File: config.mk
export PLATFORM = sky130hd
export DESIGN_NAME = tfn_round
export DESIGN_NICKNAME = d
export VERILOG_FILES = /design/src/design/tfn_pkg.sv /design/src/design/tfn_round.sv
export SDC_FILE = /design/constraint.sdc
export NUM_CORES = 1
export LEC_CHECK = 0
export ABC_CLOCK_PERIOD_IN_PS = 3150
export BUFFER_PORTS_ARGS = -buffer_cell sky130_fd_sc_hd__buf_4
export CORE_AREA = 3 3 97 99
export DETAILED_ROUTE_END_ITERATION = 6
export DIE_AREA = 0 0 100 102
export PLACE_DENSITY_LB_ADDON = 0.2
export REMOVE_ABC_BUFFERS = 1
export SLEW_MARGIN = 10
export SYNTH_ARGS = -nofsm -noshare
export SYNTH_HDL_FRONTEND = slang
export SYNTH_SLANG_ARGS = --single-unit
File: constraint.sdc
create_clock -name clock -period 3.15 [get_ports clock]
set_clock_uncertainty 0.05 [all_clocks]
set_input_delay 0.315 -clock clock [delete_from_list [all_inputs] [get_ports clock]]
set_output_delay 0.315 -clock clock [all_outputs]
set_load 0.03 [all_outputs]
File: src/design/tfn_pkg.sv
// Shared types, widths and constants for the triangle flat normal block.
`timescale 1ns / 1ps

package tfn_pkg;

   // Field widths fixed by the interface.
   localparam int COORD_W = 20;
   localparam int FRAC_W  = 15;
   localparam int NORM_W  = FRAC_W + 1;

   // Internal widths of the cross product and the squared length.
   localparam int EDGE_W  = COORD_W + 1;
   localparam int PROD_W  = 2 * EDGE_W;
   localparam int CROSS_W = PROD_W + 1;
   localparam int MAG_W   = PROD_W;
   localparam int HALF_W  = MAG_W / 2;
   localparam int SQ_W    = 2 * MAG_W;
   localparam int SUM_W   = SQ_W + 2;

   // Digit recurrence widths: q = floor(sqrt(c^2 * 2^SHIFT / s)) < 2^Q_W.
   localparam int Q_W     = FRAC_W + 2;
   localparam int SHIFT   = 2 * FRAC_W + 2;
   localparam int REM_W   = SUM_W + 2 * Q_W + 2;
   localparam int PRD_W   = SUM_W + Q_W;

   // Largest magnitude of a normal component.
   localparam logic [Q_W-1:0] K_MAX = Q_W'((1 << FRAC_W) - 1);

   // Cycles from an accepted item to its result strobe.
   localparam int LATENCY = 3 + 3 + Q_W + 1;

   // One triangle.
   typedef struct packed {
      logic signed [COORD_W-1:0] x0;
      logic signed [COORD_W-1:0] y0;
      logic signed [COORD_W-1:0] z0;
      logic signed [COORD_W-1:0] x1;
      logic signed [COORD_W-1:0] y1;
      logic signed [COORD_W-1:0] z1;
      logic signed [COORD_W-1:0] x2;
      logic signed [COORD_W-1:0] y2;
      logic signed [COORD_W-1:0] z2;
   } req_type;

   // One unit normal.
   typedef struct packed {
      logic signed [NORM_W-1:0] normal_x;
      logic signed [NORM_W-1:0] normal_y;
      logic signed [NORM_W-1:0] normal_z;
      logic                     degenerate;
   } rsp_type;

endpackage

File: src/design/tfn_round.sv
// Output stage: round half away from zero, clamp, apply sign, register the item.
`timescale 1ns / 1ps

module tfn_round (
   input  logic                             clock,
   input  logic                             reset,
   input  logic                             in_valid,
   input  logic [2:0][tfn_pkg::Q_W-1:0]     quo,
   input  logic [2:0]                       neg,
   input  logic                             deg,
   output logic                             rsp_strobe,
   output tfn_pkg::rsp_type                 rsp_data
);

   logic [2:0][tfn_pkg::Q_W-1:0]    k;
   logic [2:0][tfn_pkg::NORM_W-1:0] comp;
   tfn_pkg::rsp_type                rsp_in;
   tfn_pkg::rsp_type                rsp_ff;
   logic                            strobe_ff;

   // k = (q + 1) / 2 is the largest k with (2k - 1)^2 s <= 4 c^2 2^(2F).
   always_comb begin
      for (int l = 0; l < 3; l++) begin
         k[l] = (quo[l] + tfn_pkg::Q_W'(1)) >> 1;
         if (k[l] > tfn_pkg::K_MAX) begin
            k[l] = tfn_pkg::K_MAX;
         end
         if (deg) begin
            comp[l] = '0;
         end else if (neg[l]) begin
            comp[l] = -tfn_pkg::NORM_W'(k[l]);
         end else begin
            comp[l] = tfn_pkg::NORM_W'(k[l]);
         end
      end
      rsp_in.normal_x   = comp[0];
      rsp_in.normal_y   = comp[1];
      rsp_in.normal_z   = comp[2];
      rsp_in.degenerate = deg;
   end

   always_ff @(posedge clock) begin
      rsp_ff <= rsp_in;
   end

   always_ff @(posedge clock) begin
      if (reset) begin
         strobe_ff <= 1'b0;
      end else begin
         strobe_ff <= in_valid;
      end
   end

   assign rsp_strobe = strobe_ff;
   assign rsp_data   = rsp_ff;

endmodule

### After elaboration in Yosys (flattened, before gate mapping)

Cells that the tools add are included.

| operators by class | value |
|---|---|
| shift-type cells | 0 |
| equality and inequality tests | 0 |
| divide/modulo/power cells | 0 |
| bitwise logic cells | 0 |
| add/sub/neg operators | 6 |
| $lt $le $gt $ge | 3 |
| mux-type cells | 6 |
| reduce and logical (&&, ||, !) cells | 0 |
| multipliers | 0 |

Operators by type and width:

| cell | count |
|---|---|
| two-way mux 16 bit | 6 |
| adder 17 x 1 -> 17 bit (second input constant) | 3 |
| greater-than comparator 16 x 15 -> 1 bit (second input constant) | 3 |
| negation 16 bit | 3 |

| word-level totals | value |
|---|---|
| logic and storage cells | 20 |
| output and inout bits | 50 |
| input port bits | 58 |
| register bits after elaboration | 50 |
| ROM bits | 0 |
| bits in latches | 0 |
| RAM bits | 0 |
| memories | 0 |

### Longest topological paths before layout

| depth | value |
|---|---|
| depth after elaboration | 5 |
| gate-level depth with buffers | 13 |
| mapped depth without buffers | 12 |

### Least setup slack after synthesis

Ideal clock, no wire load.

| timing path | value |
|---|---|
| kind | input-to-reg |
| from | input port quo[17] (netlist name) |
| to | register rsp_ff (netlist bit rsp_data[31]) |
| path slack | 0.175 ns |
| library setup time | 0.120 ns |
| stages on the path | 13 |
| data required time | 2.980 ns |
| data arrival time | 2.805 ns |
| path buffers | 1 |
| path through | ha_1 -> buf_2 -> nand3_1 -> nor4_2 -> xor2_1 -> nor2_1 -> ha_1 -> inv_1 -> a211oi_1 -> o2111ai_1 -> nor2_2 -> nor3_1 -> a211o_1 |

| between the ends | value |
|---|---|
| longest elaborated chain between the ends | 5 |

RTL lines:

| what | RTL line | RTL |
|---|---|---|
| start: declaration | tfn_round.sv:8 | `input logic [2:0][tfn_pkg::Q_W-1:0] quo,` |
| adder 17 x 1 -> 17 bit (*) | tfn_round.sv:24 | `k[l] = (quo[l] + tfn_pkg::Q_W'(1)) >> 1;` |
| greater-than comparator 16 x 15 -> 1 bit | tfn_round.sv:25 | `if (k[l] > tfn_pkg::K_MAX) begin` |
| two-way mux 16 bit (*) | tfn_round.sv:25 |  |
| negation 16 bit | tfn_round.sv:31 | `comp[l] = -tfn_pkg::NORM_W'(k[l]);` |
| two-way mux 16 bit (*) | tfn_round.sv:30 | `end else if (neg[l]) begin` |
| end signal: assignment | tfn_round.sv:43 | `rsp_ff <= rsp_in;` |
| end: declaration | tfn_round.sv:18 | `tfn_pkg::rsp_type rsp_ff;` |

Every way passes the cells marked *; elsewhere a longest branch is shown, timed or not.
A chain may end at the register's enable or synchronous reset.

### Worst setup path in the final report

| timing path | value |
|---|---|
| from | input port quo[3] (netlist name) |
| to | register rsp_ff (netlist bit rsp_data[45]) |

Same word-level chain as after synthesis.

==> metrics <==
CTS HTree Levels=2; minimum clock period=2.68 ns; Buffers on Ports=107; outcome=complete, no violations; mux share of post-synthesis cell area=2.80%; DP Wirelength=8490 um; slew margin rel.=38.5%; max cap viols=0; Crit Path Class=in2reg; worst IR drop on VDD=0.231 mV; Data required, critical path=3.28 ns; ant diodes=0; fraction of layout cells with a size suffix above 1=24.4%; crit share post-route=85.1%; Peak Freq=373 MHz; die area=10200 um^2; adder-cell area share of the yosys netlist=1.81%; synth top area cells=dfxtp_1 24%, xnor2_1 7.2%, nor2_1 6.2%; CTS resizes=0; post-CTS setup buffer count=0; CTS tree=done; Final Slew Violations=0; final setup fails=0; Leakage=0.00201 uW; final setup margin=0.470 ns; post-synth top area cell=dfxtp_1; critical path startpoint category=input port; pin count of the biggest net entering global routing=57; CP Data Arrival Time=2.81 ns; DRT iter0 DRCs=232; Num Clock Sinks=50; RD Place Congestion=0.883; Layout Utilization=59.0%; synthesized instance count=545; Synth async-reset ratio=0%; worst hold path type=in2reg; DRT Pass-1 Iters=5; core area=8640 um^2; Area Growth Syn to Fin=22.8%; CTS buffer count=5; Synth top cells by count=68 x nor2_1, 50 x dfxtp_1, 46 x nand2_1; synthesized area per cell=7.62 um^2; synth warn=0; CTS max path bufs=2; post-synthesis simple-gate area fraction=35.3%; Starting Density=48.1%; dpl ws=0.141 ns; DRC Markers=0; overall routed net length=10900 um; XOR/XNOR share of the synthesized area=13.3%; first-pass GRT wire length=17800 um; Wirelength per Cell=14.7 um; CTS clk-pin slew, worst paths=0.10 ns; worst-margin pin slew=0.916 ns; global route overflow=0; main combinational cell family by area after synthesis=simple AND/OR/NAND/NOR gates; Synth Flop Type=dfxtp_1; post-layout net count=695; crit-path max FO=8; ANT nets after route=0; vias per cell=5.70; row count=34; Setup crit end kind=register; Synth cell types=74; synthesis-stage register bit count=50; total track usage=20.9%; TNS Setup=0 ns; Die H=102 um; most frequent cell after synthesis=nor2_1; cell area after synthesis=4150 um^2; Ports=108; Hold Vio Cnt, Final=0; initial antenna violation count=0; Worst Setup SP=quo[3]; Post-CTS Hold Buffers=0; unrepaired setup endpoints after global routing=false; vias in the first global route=3876; pwr/cell area=342 nW/um^2; via count=4217; Synth Area in Compound Gates=17.4%; Root Buffer=clkbuf_8; crit path to=rsp_data[45]; share of the synthesized area in the top cell type=24.1%; Seq/Total Area, Yosys=24.1%; Die W=100 um; overall power=1740 uW; Post-synth EDFFs=0
per-layer routing:
metal	vias to the layer above	part of all wire [%]	track usage [%]
met5	-	0	0
met4	0	1.0	5.60
li1	2152	-	-
met2	105	50	37.4
met3	10	5.7	4.03
met1	1950	43	25.8
worst min-delay path by stage:
stage	from	to	depth (start not counted)
after detailed placement	reset	rsp_strobe	2
after CTS	reset	rsp_strobe	2
final	reset	rsp_strobe	2
after global routing	reset	rsp_strobe	2
after floorplan	deg	rsp_data[0]	0
after global placement	reset	rsp_strobe	2
cells in the final DEF, fill, tap and decap left out, drive strengths merged, types with 6 or more instances in the layout:
cell type and instances:
buf 116, nor2 69, dfxtp 50, nand2 46
nand3 40, xnor2 34, xor2 28, a21oi 26
nand4 23, nor3 20, o21ai 17, inv 12
nor4 11, and3 10, a31oi 10, nand2b 9
mux2i 6, ha 6, o41ai 6
metrics by stage:
step,area [um^2],hold WS [ns],cells
finish,5100,0.101,740
CTS,5100,0.0875,740
detailed placement,4980,0.426,732
floorplan,3970,0.293,508
global route,5100,0.0731,740
global placement,4980,0.420,732
cell families after synthesis:
kind of cell,count (synthesis)
AOI/OAI and AO/OA,102
and+or+nand+nor,266
xor gates and xnor gates,62
adders and majority gates,6
buffers and inverters,48
DFF,50
muxes,11
flip-flops by register name, summed over array words and instances, names as in the netlist:
name and count:
rsp_data 49, rsp_strobe 1
power breakdown:
part | switching, uW | leakage, uW | internal, uW
clock | 229 | 0.0000563 | 242
sequential | 15.1 | 0.000417 | 680
combinational | 349 | 0.00154 | 226
total | 593 | 0.00201 | 1150
worst max-delay path, stage by stage:
cell,delay [ns]
buf_4,0.14
nand4_4,0.17
nor4_2,0.40
xor2_1,0.16
nor2_1,0.17
ha_1,0.20
nand3_1,0.10
or4b_1,0.58
o41ai_1,0.34
xor2_1,0.17
nor2_1,0.05
cell type report:
class / count / area [um^2]
Tap cell: 108 / 135
Inverter: 11 / 41.3
Fill cell: 806 / 3540
Clock inverter: 3 / 48.8
Clock buffer: 5 / 68.8
Timing Repair Buffer: 116 / 871
Sequential cell: 50 / 1000
Multi-Input combinational cell: 447 / 2930
Note: power is estimated with default switching activity, not from simulation.
